<file path="config.mk">
export PLATFORM = sky130hd
export DESIGN_NAME = fmlg_ctrl
export DESIGN_NICKNAME = d
export VERILOG_FILES = /design/src/rtl/fmlg_pkg.sv /design/src/rtl/fmlg_ctrl.sv
export SDC_FILE = /design/constraint.sdc
export NUM_CORES = 1
export LEC_CHECK = 0
export ABC_AREA = 1
export BUFFER_PORTS_ARGS = -buffer_cell sky130_fd_sc_hd__buf_2
export CORE_MARGIN = 1
export CORE_UTILIZATION = 25
export DETAILED_ROUTE_END_ITERATION = 10
export GPL_ROUTABILITY_DRIVEN = 0
export PLACE_DENSITY_LB_ADDON = 0.2
export SLEW_MARGIN = 20
export SYNTH_ARGS = -nofsm -noshare
export SYNTH_HDL_FRONTEND = slang
export SYNTH_SLANG_ARGS = --single-unit
</file>
<file path="constraint.sdc">
create_clock -name clk_i -period 1.4 [get_ports clk_i]
set_input_delay 0.07 -clock clk_i [delete_from_list [all_inputs] [get_ports clk_i]]
set_output_delay 0.07 -clock clk_i [all_outputs]
set_load 0.02 [all_outputs]
</file>
<file path="src/rtl/fmlg_pkg.sv">
`timescale 1ns / 1ps
package fmlg_pkg;

  // Stream payload layout.
  localparam int unsigned CMD_W    = 4;
  localparam int unsigned IDX_W    = 10;
  localparam int unsigned COMP_W   = 5;
  localparam int unsigned VAL_W    = 32;
  localparam int unsigned RANK_W   = 6;
  localparam int unsigned PRED_W   = 48;
  localparam int unsigned HLOSS_W  = 62;
  localparam int unsigned GRAD_W   = 64;
  localparam int unsigned S_DATA_W = 64;
  localparam int unsigned M_DATA_W = 224;

  localparam int unsigned ROW_LSB  = 0;
  localparam int unsigned COL_LSB  = ROW_LSB + IDX_W;
  localparam int unsigned COMP_LSB = COL_LSB + IDX_W;
  localparam int unsigned VAL_LSB  = COMP_LSB + COMP_W;

  typedef enum logic [CMD_W-1:0] {
    CMD_LOAD_ROW  = 4'd0,
    CMD_LOAD_COL  = 4'd1,
    CMD_LOAD_WT   = 4'd2,
    CMD_CLEAR     = 4'd3,
    CMD_PREDICT   = 4'd4,
    CMD_LOSS      = 4'd5,
    CMD_LOSS_GRAD = 4'd6,
    CMD_READ_ROW  = 4'd7,
    CMD_READ_COL  = 4'd8
  } cmd_e;

  // Operand selection for the shared multiply unit.
  typedef enum logic [1:0] {
    MSEL_WUV  = 2'd0,
    MSEL_SQ   = 2'd1,
    MSEL_GROW = 2'd2,
    MSEL_GCOL = 2'd3
  } msel_e;

  typedef struct packed {
    logic  take;
    logic  sel_comp;
    logic  j_clr;
    logic  j_inc;
    logic  wr_load;
    logic  clr_start;
    logic  clr_step;
    logic  mul_start;
    msel_e mul_sel;
    logic  acc_add;
    logic  pred_fin;
    logic  res_fin;
    logic  loss_add;
    logic  t1_save;
    logic  grad_wr;
    logic  rd_save;
    logic  out_load;
  } fmlg_cmd_t;

  typedef struct packed {
    cmd_e cmd;
    logic item_ok;
    logic n_zero;
    logic j_last;
    logic mul_done;
    logic clr_last;
    logic out_free;
  } fmlg_sts_t;

endpackage

</file>
<file path="src/rtl/fmlg_ctrl.sv">
`timescale 1ns / 1ps
module fmlg_ctrl import fmlg_pkg::*; (
  input  logic      clk_i,
  input  logic      rst_ni,
  input  logic      s_tvalid_i,
  output logic      s_tready_o,
  output fmlg_cmd_t cmd_o,
  input  fmlg_sts_t sts_i
);

  typedef enum logic [18:0] {
    S_RST_CLR = 19'h00001,
    S_IDLE    = 19'h00002,
    S_DEC     = 19'h00004,
    S_CLR     = 19'h00008,
    S_P_RD    = 19'h00010,
    S_P_MUL   = 19'h00020,
    S_P_WAIT  = 19'h00040,
    S_P_FIN   = 19'h00080,
    S_RES     = 19'h00100,
    S_SQ      = 19'h00200,
    S_SQ_WAIT = 19'h00400,
    S_G_RD    = 19'h00800,
    S_G_M1    = 19'h01000,
    S_G_W1    = 19'h02000,
    S_G_M2    = 19'h04000,
    S_G_W2    = 19'h08000,
    S_RD_A    = 19'h10000,
    S_RD_B    = 19'h20000,
    S_DONE    = 19'h40000
  } state_e;

  state_e state_q, state_d;

  always_comb begin
    state_d    = state_q;
    cmd_o      = '0;
    s_tready_o = 1'b0;
    unique case (state_q)
      S_RST_CLR: begin
        cmd_o.clr_step = 1'b1;
        if (sts_i.clr_last) state_d = S_IDLE;
      end
      S_IDLE: begin
        s_tready_o = 1'b1;
        if (s_tvalid_i) begin
          cmd_o.take = 1'b1;
          state_d    = S_DEC;
        end
      end
      S_DEC: begin
        if (!sts_i.item_ok) begin
          state_d = S_DONE;
        end else begin
          unique case (sts_i.cmd) inside
            CMD_LOAD_ROW, CMD_LOAD_COL, CMD_LOAD_WT: begin
              cmd_o.sel_comp = 1'b1;
              cmd_o.wr_load  = 1'b1;
              state_d        = S_DONE;
            end
            CMD_CLEAR: begin
              cmd_o.clr_start = 1'b1;
              state_d         = S_CLR;
            end
            CMD_PREDICT, CMD_LOSS, CMD_LOSS_GRAD: begin
              cmd_o.j_clr = 1'b1;
              state_d     = sts_i.n_zero ? S_P_FIN : S_P_RD;
            end
            CMD_READ_ROW, CMD_READ_COL: begin
              cmd_o.sel_comp = 1'b1;
              state_d        = S_RD_A;
            end
            default: state_d = S_DONE;
          endcase
        end
      end
      S_CLR: begin
        cmd_o.clr_step = 1'b1;
        if (sts_i.clr_last) state_d = S_DONE;
      end
      S_P_RD: state_d = S_P_MUL;
      S_P_MUL: begin
        cmd_o.mul_start = 1'b1;
        cmd_o.mul_sel   = MSEL_WUV;
        state_d         = S_P_WAIT;
      end
      S_P_WAIT: begin
        if (sts_i.mul_done) begin
          cmd_o.acc_add = 1'b1;
          cmd_o.j_inc   = 1'b1;
          state_d       = sts_i.j_last ? S_P_FIN : S_P_RD;
        end
      end
      S_P_FIN: begin
        cmd_o.pred_fin = 1'b1;
        state_d        = (sts_i.cmd == CMD_PREDICT) ? S_DONE : S_RES;
      end
      S_RES: begin
        cmd_o.res_fin = 1'b1;
        state_d       = S_SQ;
      end
      S_SQ: begin
        cmd_o.mul_start = 1'b1;
        cmd_o.mul_sel   = MSEL_SQ;
        state_d         = S_SQ_WAIT;
      end
      S_SQ_WAIT: begin
        if (sts_i.mul_done) begin
          cmd_o.loss_add = 1'b1;
          if (sts_i.cmd == CMD_LOSS_GRAD && !sts_i.n_zero) begin
            cmd_o.j_clr = 1'b1;
            state_d     = S_G_RD;
          end else begin
            state_d = S_DONE;
          end
        end
      end
      S_G_RD: state_d = S_G_M1;
      S_G_M1: begin
        cmd_o.mul_start = 1'b1;
        cmd_o.mul_sel   = MSEL_GROW;
        state_d         = S_G_W1;
      end
      S_G_W1: begin
        if (sts_i.mul_done) begin
          cmd_o.t1_save = 1'b1;
          state_d       = S_G_M2;
        end
      end
      S_G_M2: begin
        cmd_o.mul_start = 1'b1;
        cmd_o.mul_sel   = MSEL_GCOL;
        state_d         = S_G_W2;
      end
      S_G_W2: begin
        if (sts_i.mul_done) begin
          cmd_o.grad_wr = 1'b1;
          cmd_o.j_inc   = 1'b1;
          state_d       = sts_i.j_last ? S_DONE : S_G_RD;
        end
      end
      S_RD_A: begin
        cmd_o.sel_comp = 1'b1;
        state_d        = S_RD_B;
      end
      S_RD_B: begin
        cmd_o.sel_comp = 1'b1;
        cmd_o.rd_save  = 1'b1;
        state_d        = S_DONE;
      end
      S_DONE: begin
        if (sts_i.out_free) begin
          cmd_o.out_load = 1'b1;
          state_d        = S_IDLE;
        end
      end
      default: state_d = S_IDLE;
    endcase
  end

  always_ff @(posedge clk_i or negedge rst_ni) begin
    if (!rst_ni) begin
      state_q <= S_RST_CLR;
    end else begin
      state_q <= state_d;
    end
  end

  a_one_in_flight: assert property (@(posedge clk_i) disable iff (!rst_ni)
    (s_tvalid_i && s_tready_o) |=> !s_tready_o)
    else $error("second item taken while one is in flight");

  a_out_space: assert property (@(posedge clk_i) disable iff (!rst_ni)
    cmd_o.out_load |-> sts_i.out_free)
    else $error("result register overwritten before transfer");

  a_state_onehot: assert property (@(posedge clk_i) disable iff (!rst_ni)
    $onehot(state_q))
    else $error("controller state is not one-hot");

endmodule

</file>
==> results of run 1 <==
[cells in the mapped netlist, drive strengths merged]
| cell type | count | area share |
|---|---|---|
| and2 | 2 | 0.010 |
| nor2 | 48 | 0.19 |
| nor3b | 1 | 0.0051 |
| nor4 | 2 | 0.0085 |
| nand2 | 47 | 0.14 |
| nand3 | 26 | 0.11 |
| inv | 40 | 0.10 |
| nor3 | 6 | 0.020 |
| nand4 | 2 | 0.0085 |
| o22ai | 2 | 0.0085 |
| nand3b | 4 | 0.023 |
| o21ai | 6 | 0.028 |
| dfrtp | 18 | 0.30 |
| dfstp | 1 | 0.018 |
| a21oi | 4 | 0.014 |
| o21bai | 1 | 0.0076 |
[how the worst min path moves through the flow]
| stage | start | to | slack (ps) | cells after the start |
|---|---|---|---|---|
| 3_5_place_dp | rst_ni | state_q[5]$_DFFE_PN0P_ | 50 | 1 |
| 5_1_grt | sts_i[3] | state_q[7]$_DFFE_PN0P_ | 100 | 3 |
| 2_1_floorplan | rst_ni | state_q[10]$_DFFE_PN0P_ | -230 | 0 |
| 6_report | sts_i[3] | state_q[7]$_DFFE_PN0P_ | 90 | 3 |
| 4_1_cts | sts_i[3] | state_q[7]$_DFFE_PN0P_ | 60 | 3 |
| 3_3_place_gp | rst_ni | state_q[5]$_DFFE_PN0P_ | 60 | 1 |
[worst max-delay path: cells and delay by family, from the launching register on]
kind,cells,cell delay [ps]
buffers and inverters,3,350
DFF,1,410
and+or+nand+nor,6,750
[power breakdown]
| group | internal [mW] | switching (mW) | total [mW] |
|---|---|---|---|
| clock | 0.199 | 0.198 | 0.396 |
| sequential | 0.590 | 0.0414 | 0.632 |
| combinational | 0.925 | 0.965 | 1.89 |
| total | 1.71 | 1.20 | 2.92 |
[per-layer routing]
layer	GRT usage	vias up
li1	-	884
met1	0.203	808
met2	0.281	43
met3	0.0184	4
met4	0.0709	0
met5	0	-
[area by class of cell]
class                   instances  area share
clock buffers                   3      0.0140
flip-flops and latches         19       0.162
clock inverters                 1     0.00170
inverters                      40      0.0528
repair buffers                110       0.332
well taps                      72      0.0306
multi-input cells             151       0.407
[timing repair]
item / 4_1_cts / 5_1_grt
pin swaps: 30 / 31
setup endpoints to repair: 33 / 38
gates resized for setup: 85 / 45
setup buffers: 25 / 10
hold buffers: 1 / 0
hold endpoints to repair: 18 / 0
[cell families (layout without fill, tap and decap cells)]
kind of cell,Yosys count,count (layout)
and+or+nand+nor,138,138
DFF,19,19
buffers and inverters,40,154
AOI/OAI and AO/OA,13,13
==> run summary, run 1 <==
The worst setup path is of the reg2out kind. The slowest library cell on the worst path is dfrtp_1. The first-pass iteration count of the detailed router came out at 4.

STA puts the critical path data required time at 1330 ps. Summed over all nets, wire length on met2 after detailed routing comes to 2490 um. The run gives 0.163 as the global router's overall resource usage. Combinational family with the most area after synthesis: simple AND/OR/NAND/NOR gates.

The total count of max-transition violations in the final report is 0. The post-synthesis sequential element count came out at 19. The top fanout value on the critical path came out at 4. The tools report the cell chosen for the clock root as clkbuf_8.

In this run the remaining antenna-violating nets after routing total 0. state_q holds more flip-flops than any other register. The most prevalent standard cell on the critical path was buf_6. The largest buffer count on any clock path is 2, and the Yosys warning count is 0. Reg-to-reg startpoint: state_q[11]$_DFFE_PN0P_. Timing analysis after detailed placement gives a worst setup slack of -388 ps.

The tools report the die footprint as 0.00623 mm2. The tools report the post-synthesis instance area as 0.00148 mm2. Once layout is complete, the cells apart from fillers number 396. The synthesized-area fraction occupied by ao, oa, aoi and oai cells is 0.0575, and the wire length on met1 is 2100 um. The final reports fail on negative setup slack.

The post-synthesis net count is 223, and the violation count after the first detailed-route iteration is 69. The run finished, with violations left. For this design, the sink count on the clock tree is 19.

The via-per-instance ratio was 4.39; the number of H-tree levels was 1. Measured in cells, the most critical reg-to-reg path has a length of 12. The final layout contains routed wiring with a total length of 4870 um. The library cell used most frequently in the layout, excluding fill and tap cells, is buf_4. The post-synthesis mux area share is 0. The tools report the number of max-capacitance violations reported as 0.

The largest registers in the layout are state_q: 19 flops. The number of antenna violations at the first check in global routing is 0. Setup violations remaining at the end of the flow were counted as 33. The area growth from synthesis to layout came out at 98.6%. For the final clock skew, the log shows 3.86 ps. For the via count of the first global-routing pass, the log shows 1657.

The XOR/XNOR share of the synthesized area was 0; the worst slew margin relative to its limit was 0.658. The run gives 1.51 nW as the static leakage. Summed over all nets, wire length on met3 after detailed routing comes to 226 um. After legalization and detailed placement, the total HPWL measured 3340 um. The multi-input combinational cells in the finished layout cover a total of 0.00120 mm2. After detailed routing, the number of remaining DRC violations is 0. On the worst path, the slowest cell contributes a delay of 410 ps. The run gives 0.00561 mm2 as the core area. The basic-gate share of the synthesized area counting and, or, nand and nor cells is 0.519. The cell count after synthesis came out at 210. In this run the count of I/O pins placed on the die edge is 32. The detailed router used layers up to and including met4.

Walking the worst path, the cells encountered are nor2_2, nand2_2, nor2_4, buf_6, nand4_1, inv_2, nor3_2, nand2_1, buf_6. The worst reg-to-reg setup slack came out at -380 ps. TritonCTS built the clock tree. At the pin with the least slew margin, the transition time is 513 ps.

The run gives -11380 ps as the total negative slack for setup checks. The global-route wire length before repair is 7680 um, and the number of distinct library cell variants in the gate-level netlist after synthesis is 27. The number of flip-flops in the largest register is 19.

The maximum number of pins on one net before global-route repair is 20. The overall power was 2.92 mW; the clock-pin slew on the worst setup and hold paths was 80 ps. Following the worst setup path forward leads to its endpoint at cmd_o[16]. The top cell types in the final layout, fill and taps aside, are 52 x buf_4, 44 x buf_6, 33 x nand2_1, 30 x inv_1, 21 x nor2_4. The number of buffers added on ports is 31. The worst min-delay path class was in2reg. For the setup slack of the critical path after layout, the log shows -445 ps. IR analysis of the VDD net gives a maximum drop of 0.000681 V.

The tools report the total number of vias as 1739. The antenna diode instance count is 0. The worst setup path is launched from a flop. The number of placement rows was 27. The post-place instance area is 0.00212 mm2. The run gives 0 as the hold violation count in the final report. Setup repair after global routing could not meet its margin everywhere.

Final period utilization: 1.32. After synthesis, the mean cell area works out to 7.05 um2. Hold is met by 94.2 ps.

The power per cell area was 993 mW/mm2; the final critical path time including I/O delays and setup was 1840 ps. Including well taps, the total number of placed cells is 358. The height of the chip was 78.9 um. The critical path starts at state_q[11]$_DFFE_PN0P_. At the later pin of the worst-skew pair, clock insertion delay measures 260 ps.

For the post-layout net count, the log shows 338. The fraction of final layout cells sized beyond drive strength 1 is 0.617. The endpoint identified for the worst register-to-register timing path is state_q[18]$_DFFE_PN0P_. The logs give 520 for the final-layout fill cell count and 0.264 for the initial core utilization. The post-layout utilization of the core was 0.524; the synthesized-area fraction occupied by adder cells was 0.

For this run the aggregate overflow at the end of global routing stands at 0. Dividing the detail-routed wire length by the instance count gives 12.3 um. The post-route standard cell area excluding fillers came out at 0.00294 mm2. Static timing analysis puts the maximum clock frequency at 542 MHz. In the final layout, flip-flops and latches occupy 477 um2. The width of the chip is 78.9 um.

The nature of the critical path endpoint is a primary output. Data on the critical path arrives at its endpoint at 1770 ps. The logs give 0.322 for the portion of the post-synthesis area used by sequential elements and 3 for the CTS buffer count.
(Power assumes the default switching activity.)
==> run 2, diff against run 1 <==
--- a/config.mk
+++ b/config.mk
@@ -5,10 +5,9 @@
 export SDC_FILE = /design/constraint.sdc
 export NUM_CORES = 1
 export LEC_CHECK = 0
-export ABC_AREA = 1
 export BUFFER_PORTS_ARGS = -buffer_cell sky130_fd_sc_hd__buf_2
 export CORE_MARGIN = 1
-export CORE_UTILIZATION = 25
+export CORE_UTILIZATION = 53
 export DETAILED_ROUTE_END_ITERATION = 10
 export GPL_ROUTABILITY_DRIVEN = 0
 export PLACE_DENSITY_LB_ADDON = 0.2
==> constraint.sdc (replaced) <==
create_clock -name clk_i -period 1.8 [get_ports clk_i]
set_input_delay 0.09 -clock clk_i [delete_from_list [all_inputs] [get_ports clk_i]]
set_output_delay 0.09 -clock clk_i [all_outputs]
set_load 0.02 [all_outputs]
==> run summary, run 2 <==
The run gives 165 (-26%) as the post-synthesis net count. The logs give 2 (unchanged) for the largest buffer count on any clock path and 3 (unchanged) for the CTS buffer count. The boundary pin count is 32 (unchanged). After synthesis, the cell types taking the most area are dfrtp_1 33%, nor2_1 4.6%, and2_1 3.6%. The number of buffers added on ports works out to 31 (unchanged).

After global-route timing repair, the worst endpoint was cmd_o[10]. Share of async-settable or async-resettable flops after synthesis: 1.00 (unchanged). The first error in the log reads "[ERROR DPL-0038] Utilization greater than 100%, impossible to legalize". The run gives 18 (-33%) as the number of placement rows.

The type of pin the worst path ends at is an output port. The total clock sinks came out at 19 (unchanged). The tools report the Yosys warning count as 0 (unchanged). The top cell type by total area after synthesis is dfrtp_1. The number of synthesized flops with an enable pin is 0 (unchanged). For the half-perimeter wire length of the detailed placement result, the log shows 3130 um (-6.3%). The mean instance size in the synthesized netlist came out at 9.10 um2 (+29%). The area fraction of the dominant cell type after synthesis came out at 0.325 (+0.0212).

The tree is rooted in a clkbuf_4. The logs give 0.344 (+0.0224) for the portion of the post-synthesis area used by sequential elements and 0.559 (+0.295) for the initial core utilization. The height of the chip is 53.1 um (-33%).

The run stopped with a tool error. The tools report the gate count of the mapped netlist as 152 (-28%). Entering global routing, the biggest net connects 20 pins.

It got as far as global routing (5_1_grt) and failed there. In the synthesized netlist the dominant register cell turns out to be dfrtp_1. The post-synthesis sequential element count came out at 19 (unchanged).

By count the netlist is led by 18 x dfrtp_1, 17 x nor2_1, 13 x nand2_1. The number of distinct library cell variants in the gate-level netlist after synthesis is 53 (+96%). The number of H-tree levels came out at 1 (unchanged).

Width of the chip: 53.1 um (-33%). The tools report the post-synthesis instance area as 0.00138 mm2 (-6.5%). The tools report the setup slack at placement as -344 ps (+44.0 ps). Most numerous cell in the Yosys netlist: dfrtp_1.
[run 2: kinds of logic after synthesis]
| kind of cell | synth area share |
|---|---|
| AO/OA/AOI/OAI | 0.127 |
| XOR/XNOR | 0.0253 |
| buffers and inverters | 0.0362 |
| flip-flops | 0.344 |
| AND/OR/NAND/NOR | 0.467 |
[run 2: repair_timing]
action	4_1_cts
resized for setup	76
gates cloned	0
pin swaps	29
setup buffers	21
setup endpoints to repair	31
hold buffers	1
hold endpoints to repair	18
[run 2: through the flow]
stage	instances	utilization	hold slack [ps]	instance area (um2)	setup TNS (ps)
after CTS	275	0.961	42.3	2380	-10820
after global placement	250	0.776	51.8	1920	-3930
after floorplan	152	-	-206	1450	-2200
after detailed placement	250	0.776	63.0	1920	-4840
==> run 3, diff against run 2 <==
--- a/config.mk
+++ b/config.mk
@@ -6,11 +6,11 @@
 export NUM_CORES = 1
 export LEC_CHECK = 0
 export BUFFER_PORTS_ARGS = -buffer_cell sky130_fd_sc_hd__buf_2
-export CORE_MARGIN = 1
-export CORE_UTILIZATION = 53
+export CORE_AREA = 2 2 63 65
 export DETAILED_ROUTE_END_ITERATION = 10
+export DIE_AREA = 0 0 65 67
 export GPL_ROUTABILITY_DRIVEN = 0
-export PLACE_DENSITY_LB_ADDON = 0.2
+export PLACE_DENSITY_LB_ADDON = 0.15
 export SLEW_MARGIN = 20
 export SYNTH_ARGS = -nofsm -noshare
 export SYNTH_HDL_FRONTEND = slang
==> run summary, run 3 <==
The die covers 0.00436 mm2. Total number of vias: 1610. The maximum clock frequency was 428 MHz; the mean instance size in the synthesized netlist was 9.10 um2 (unchanged). The number of synthesized flops with an enable pin is 0 (unchanged).

For the post-synthesis instance area, the log shows 0.00138 mm2 (unchanged). The multi-input gate area in the final layout is 0.00114 mm2, and the setup slack at placement is -349 ps (-5.29 ps). The fraction of final layout cells sized beyond drive strength 1 is 0.675, and the worst reg2reg path depth is 6.

The number of max-capacitance violations reported is 0, and the post-layout net count is 266. Of all nets on the critical path, the largest fanout is 3. The area fraction of the dominant cell type after synthesis was 0.325 (unchanged). The run gives 0.688 as the worst slew margin relative to its limit. The run gives 7720 um as the global-route wire length before repair. The tools report the worst path required time as 1710 ps. The worst register-to-register path ends at state_q[1]$_DFFE_PN0P_.

In this design, the stage delay of the slowest critical-path cell is 560 ps. For the global router's overall resource usage, the log shows 0.236. Clock-pin slew was measured on the worst setup and hold paths at 80 ps.

First-pass iteration count of the detailed router: 4. The cell depth of the worst hold path was 2; the half-perimeter wire length of the detailed placement result was 3300 um (+5.6%). After layout, the minimum clock period comes to 2330 ps. For this design the ratio of total power to cell area is 821 mW/mm2. The register with the most flip-flops in the final layout is state_q. The overall power was 2.11 mW.

The number of buffers added on ports is 31 (unchanged), and the CTS buffer count is 3 (unchanged). The tools report the number of distinct library cell variants in the gate-level netlist after synthesis as 53 (unchanged). The number of flip-flops in the largest register came out at 19. Among all flip-flop cells after synthesis, the most frequent one is dfrtp_1.

Of all cell types, the one taking the most synthesized area is dfrtp_1. The hold violation count in the final report came out at 0. The worst setup path is launched from a flop. The critical path is of the reg2out type. The antenna diode instance count was 0. The commonest cells after synthesis are 18 x dfrtp_1, 17 x nor2_1, 13 x nand2_1. The worst setup path is captured at a primary output. The initial core utilization is 0.384 (-0.175). The worst register-to-register path begins at state_q[8]$_DFFE_PN0P_. The most prevalent standard cell on the critical path was or4_4. Area of all sequential standard cells: 478 um2. The setup slack of the critical path after layout was -534 ps; the worst reg-to-reg setup slack was -490 ps. For the final cell count without fillers, the log shows 300. The largest registers in the layout are state_q: 19 flops. The checks that failed: negative setup slack. The gate count of the mapped netlist came out at 152 (unchanged). TritonCTS built the clock tree. The height of the chip is 67 um (+26%).

The post-synthesis net count came out at 165 (unchanged). Hold is met by 113 ps. The tools report the boundary pin count as 32 (unchanged). The tightest min-delay check is of the in2reg type. Number of H-tree levels: 1 (unchanged). Final period utilization: 1.30. For this design the static power due to leakage is 1.21 nW. The area growth from synthesis to layout is 85.4%. The slowest library cell on the worst path was or4_4.

In the routed layout, each cell is associated on average with a via count of 5.37. The post-synthesis sequential element count was 19 (unchanged). The logs give 2 (unchanged) for the largest buffer count on any clock path and 4800 um for the routed wire length. Total clock sinks: 19 (unchanged). The share of async-settable or async-resettable flops after synthesis was 1.00 (unchanged); the total instance count after detailed placement was 273 (+9.2%). The width of the chip came out at 65 um (+22%). After global routing the overflow that remains totals 0.

Routing usage on met2: 0.438. The run gives 2240 ps as the endpoint arrival time on the critical path. The logs give 268 for the final-layout fill cell count and 0.270 for the met1 track utilization from global routing. IR analysis of the VDD net gives a maximum drop of 0.000416 V. The transition time at the pin with the least slew margin came out at 467 ps. For the total count of max-transition violations in the final report, the log shows 0.

The average detailed-routed wire length per instance was 16.0 um. Met3 track demand over resource: 0.0321. The layer flagged by global routing as most heavily used is met2.

The startpoint identified for the worst hold timing path is s_tvalid_i. Leaving out fill and tap cells, the most frequent cell in the layout is buf_4. The tools report the final clock skew as 4.59 ps.

The flow ran to the end, but the final reports show violations. The portion of the post-synthesis area used by sequential elements was 0.344 (unchanged); the Yosys warning count was 0 (unchanged). Once detail routing completed, the nets flagged for antenna violations numbered 0. Setup repair after global routing could not meet its margin everywhere. The violation count after the first detailed-route iteration is 60. Leaving out fill and tap cells, the most frequent cells in the layout are 64 x buf_4, 24 x buf_6, 17 x dfrtp_1, 12 x buf_2, 9 x nor2_1. The tree is rooted in a clkbuf_8. For the maximum number of pins on one net before global-route repair, the log shows 20. The number of antenna violations at the first check in global routing is 0. The critical path goes through or4_4, or4_4, nand3b_1, and3_4, inv_2, buf_6. The destination of the worst hold path is state_q[2]$_DFFE_PN0P_.

The run gives 0.00361 mm2 as the core area. The number of placement rows came out at 22 (+4). Among all cell types in the netlist, the one instantiated most often is dfrtp_1.

The final setup violation count is 32. The via count of the first global-routing pass was 1639. For the worst-skew pair, the clock arrives at the later sink with an insertion delay of 260 ps. Yosys attributes the largest share of cell area to dfrtp_1 33%, nor2_1 4.6%, and2_1 3.6%. In the routed design, unresolved DRC markers number 0.
[run 3: cell counts after synthesis]
No cell type changed its count.
[run 3: per-stage QoR]
| step | setup TNS, ps | instance area, um2 | util |
|---|---|---|---|
| after CTS | -8300 | 2370 | 0.656 |
| after global routing | -12910 | 2570 | 0.712 |
| final | -10010 | 2570 | 0.712 |
| after global placement | -4170 | 1980 | 0.550 |
| after floorplan | -2200 | 1450 | - |
| after detailed placement | -4980 | 1980 | 0.550 |
[run 3: worst max path at each step]
| stage | start | endpoint | slack (ps) | cells past startpoint |
|---|---|---|---|---|
| after global placement | state_q[1]$_DFFE_PN0P_ | state_q[1]$_DFFE_PN0P_ | -320 | 6 |
| after CTS | state_q[8]$_DFFE_PN0P_ | cmd_o[10] | -480 | 6 |
| after floorplan | state_q[13]$_DFFE_PN0P_ | state_q[1]$_DFFE_PN0P_ | -260 | 7 |
| after global routing | state_q[8]$_DFFE_PN0P_ | cmd_o[10] | -590 | 6 |
| after detailed placement | state_q[1]$_DFFE_PN0P_ | state_q[1]$_DFFE_PN0P_ | -350 | 6 |
| final | state_q[8]$_DFFE_PN0P_ | cmd_o[10] | -530 | 6 |
[run 3: worst max-delay path: cells and delay by family (launching register included)]
kind,cells,cell delay (ps)
buf+inv,2,150
flops,1,430
simple gates,4,1420
[run 3: final cells by class]
class                           instances  share of cell area
Inverter                                5             0.00731
Tap cell                               48              0.0234
Multi-Input combinational cell        123               0.445
Sequential cell                        19               0.186
Clock inverter                          1             0.00195
Timing Repair Buffer                  101               0.320
Clock buffer                            3              0.0161
[run 3: timing repair]
action | 4_1_cts | 5_1_grt
hold endpoints to repair | 18 | 0
gates resized for setup | 67 | 29
hold buffers | 1 | 0
pin swaps | 20 | 15
buffers inserted | 14 | 9
endpoints found under the setup margin | 31 | 35
[run 3: per-layer routing]
layer | wire length [um] | part of all wire | up-vias
met3 | 199 | 0.042 | 4
met5 | 0 | 0 | -
li1 | - | - | 771
met2 | 2570 | 0.54 | 42
met4 | 57 | 0.012 | 0
met1 | 1970 | 0.41 | 793
[run 3: report_power, final]
part	switching (mW)	leakage (nW)	internal [mW]
clock	0.162	0.0255	0.155
combinational	0.599	0.923	0.711
sequential	0.0252	0.257	0.456
[run 3: logic make-up after synthesis]
family,after synthesis,share of synthesized area
AO/OA/AOI/OAI,22,0.127
XOR/XNOR,4,0.0253
buffers and inverters,10,0.0362
flip-flops,19,0.344
AND/OR/NAND/NOR,97,0.467
==> run 4, diff against run 3 <==
==> constraint.sdc (replaced) <==
create_clock -name clk_i -period 2.61 [get_ports clk_i]
set_input_delay 0.1305 -clock clk_i [delete_from_list [all_inputs] [get_ports clk_i]]
set_output_delay 0.1305 -clock clk_i [all_outputs]
set_load 0.02 [all_outputs]
==> run summary, run 4 (synthesis gave the netlist of run 3 again) <==
The run finished with clean final reports. The clock-pin slew on the worst setup and hold paths works out to 70 ps (about the same). The logs give 0.00160 mm2 (-19%) for the post-place instance area and 0 ps (+10010 ps) for the total negative slack for setup checks.

The latest clock arrival within the worst-skew pair was 260 ps (about the same); the worst slew margin relative to its limit was 0.699 (+0.0109). The static leakage came out at 0.864 nW (-28%). The largest registers in the layout are state_q: 19 flops. The post-route DRC violation count was 0 (unchanged); the total instance count after detailed placement was 230 (-16%).

The setup path with the least slack is of type reg2out. The run gives 0.00361 mm2 (unchanged) as the core area. For the die footprint, the log shows 0.00436 mm2 (unchanged). The logs give 20 (unchanged) for the maximum number of pins on one net before global-route repair and 3.50 ps (-1.09 ps) for the final clock skew. The total count of max-transition violations in the final report came out at 0 (unchanged).

The tools report the launching element type of the critical path as a flop. The post-route standard cell area excluding fillers was 0.00175 mm2 (-32%). The height of the chip came out at 67 um (unchanged). The number of buffers added on ports came out at 31 (unchanged). Number of antenna violations at the first check in global routing: 0 (unchanged). The peak per-stage delay on the critical path works out to 580 ps (+20 ps).

Fraction of final layout cells sized beyond drive strength 1: 0.366 (-0.309). The worst reg2reg path depth works out to 8 (+2). The largest vdd supply drop came out at 0.000197 V (-53%). The register with the most flip-flops in the final layout is state_q.

Based on the critical path, the design can be clocked at up to 398 MHz. The global-route wire length before repair is 5810 um (-25%). Width of the chip: 65 um (unchanged).

The initial core utilization is 0.384 (unchanged), and the first-pass iteration count of the detailed router is 4 (unchanged). Top fanout value on the critical path: 6 (+3). The final period utilization is 0.963, and the via-per-instance ratio is 5.62 (+4.7%). The largest individual stage delay along the critical path comes from the cell or4_4.

The overall power was 1.08 mW (-49%); the setup slack at placement was 219 ps (+568 ps). The violation count after the first detailed-route iteration is 73 (+22%), and the power per cell area is 617 mW/mm2 (-25%). The logs give 1208 (-26%) for the via count of the first global-routing pass and 0 (unchanged) for the total grt overflow. The number of H-tree levels was 1 (unchanged); the final critical path time including I/O delays and setup was 2510 ps. Following the worst setup path forward leads to its endpoint at cmd_o[10].

Setup repair after global routing left no endpoint under its margin. The number of max-capacitance violations reported came out at 0 (unchanged). The endpoint arrival time on the critical path was 2380 ps (+140 ps). For the post-layout utilization of the core, the log shows 0.485 (-0.227).

Final hold slack: 122 ps (+9.72 ps). Compared with the post-synthesis result, the final layout area differs by 26.4%. In the layout the commonest cells are 30 x buf_2, 17 x dfrtp_1, 16 x nor2_1, 13 x nand2_1, 12 x buf_4. The endpoint identified for the worst register-to-register timing path is state_q[10]$_DFFE_PN0P_. The run gives 95.9 ps (+630 ps) as the setup slack of the critical path after layout.

The reg-to-reg startpoint was state_q[0]$_DFFE_PN1P_. Final-layout fill cell count: 352 (+31%). The most prevalent standard cell on the critical path is or4_4.

The average detailed-routed wire length per instance was 15.4 um (-3.6%). The logs give 1360 (-16%) for the total number of vias and 2 (unchanged) for the largest buffer count on any clock path. The worst reg-to-reg setup slack was 330 ps (+820 ps). Routed wire length: 3730 um (-22%). CTS placed an instance of clkbuf_8 at the clock tree root. The signal on the critical path passes through or4_4, or4_4, nand3b_1, and3_4, inv_1, buf_4. The most critical setup path has its startpoint at state_q[8]$_DFFE_PN0P_. For the hold violation count in the final report, the log shows 0 (unchanged). Number of flip-flops in the largest register: 19 (unchanged).

Nature of the critical path endpoint: a primary output. Transition time at the pin with the least slew margin: 451 ps (-16.3 ps). Most common cell after layout, fill and taps aside: buf_2. TritonCTS built the clock tree. For the total clock sinks, the log shows 19 (unchanged). The logs give 208 (-22%) for the post-layout net count and 0 (unchanged) for the number of nets with antenna violations after routing.

The global router's overall resource usage was 0.175 (-0.0607). The antenna diode instance count is 0 (unchanged). The path class of the tightest hold or removal check is in2reg. Worst path required time: 2480 ps (+770 ps).

For the final setup violation count, the log shows 0 (-100%). The CTS buffer count is 3 (unchanged). The tools report the final cell count without fillers as 242 (-19%).

The logs give 32 (unchanged) for the boundary pin count and 22 (unchanged) for the number of placement rows. The half-perimeter wire length of the detailed placement result was 2760 um (-16%).
run 4: cell type report:
class / instances / area (um2) / area share
multi-input cells: 123 / 897 / 0.513
flip-flops and latches: 19 / 478 / 0.273
clock buffers: 4 / 45.0 / 0.0258
repair buffers: 43 / 250 / 0.143
well taps: 48 / 60.1 / 0.0343
inverters: 5 / 18.8 / 0.0107
run 4: metal layers:
metal / wire, um / track usage
met1: 1770 / 0.238
met2: 1690 / 0.285
met3: 217 / 0.0321
met4: 46 / 0.0479
met5: 0 / 0
run 4: critical path: cells and delay by family, from the launching register on:
family / cells / cell delay (ps)
buf+inv: 2 / 170
flops: 1 / 460
simple gates: 4 / 1480
run 4: worst min path at each step:
stage,from,endpoint,cells past startpoint
detailed placement,rst_ni,state_q[5]$_DFFE_PN0P_,1
global route,s_tvalid_i,state_q[2]$_DFFE_PN0P_,2
finish,s_tvalid_i,state_q[2]$_DFFE_PN0P_,2
floorplan,rst_ni,state_q[10]$_DFFE_PN0P_,0
global placement,rst_ni,state_q[12]$_DFFE_PN0P_,1
CTS,s_tvalid_i,state_q[2]$_DFFE_PN0P_,2
run 4: repair_timing:
item | 4_1_cts | 5_1_grt
pin swaps | 1 | 4
hold buffers | 1 | 0
setup endpoints to repair | 2 | 5
gates resized for setup | 1 | 7
hold endpoints to repair | 18 | 0
setup buffers | 0 | 7
run 4: power breakdown:
part           internal, mW  leakage (nW)  switching (mW)
logic                 0.250         0.584           0.275
registers             0.315         0.257          0.0257
clock network         0.109        0.0228           0.104
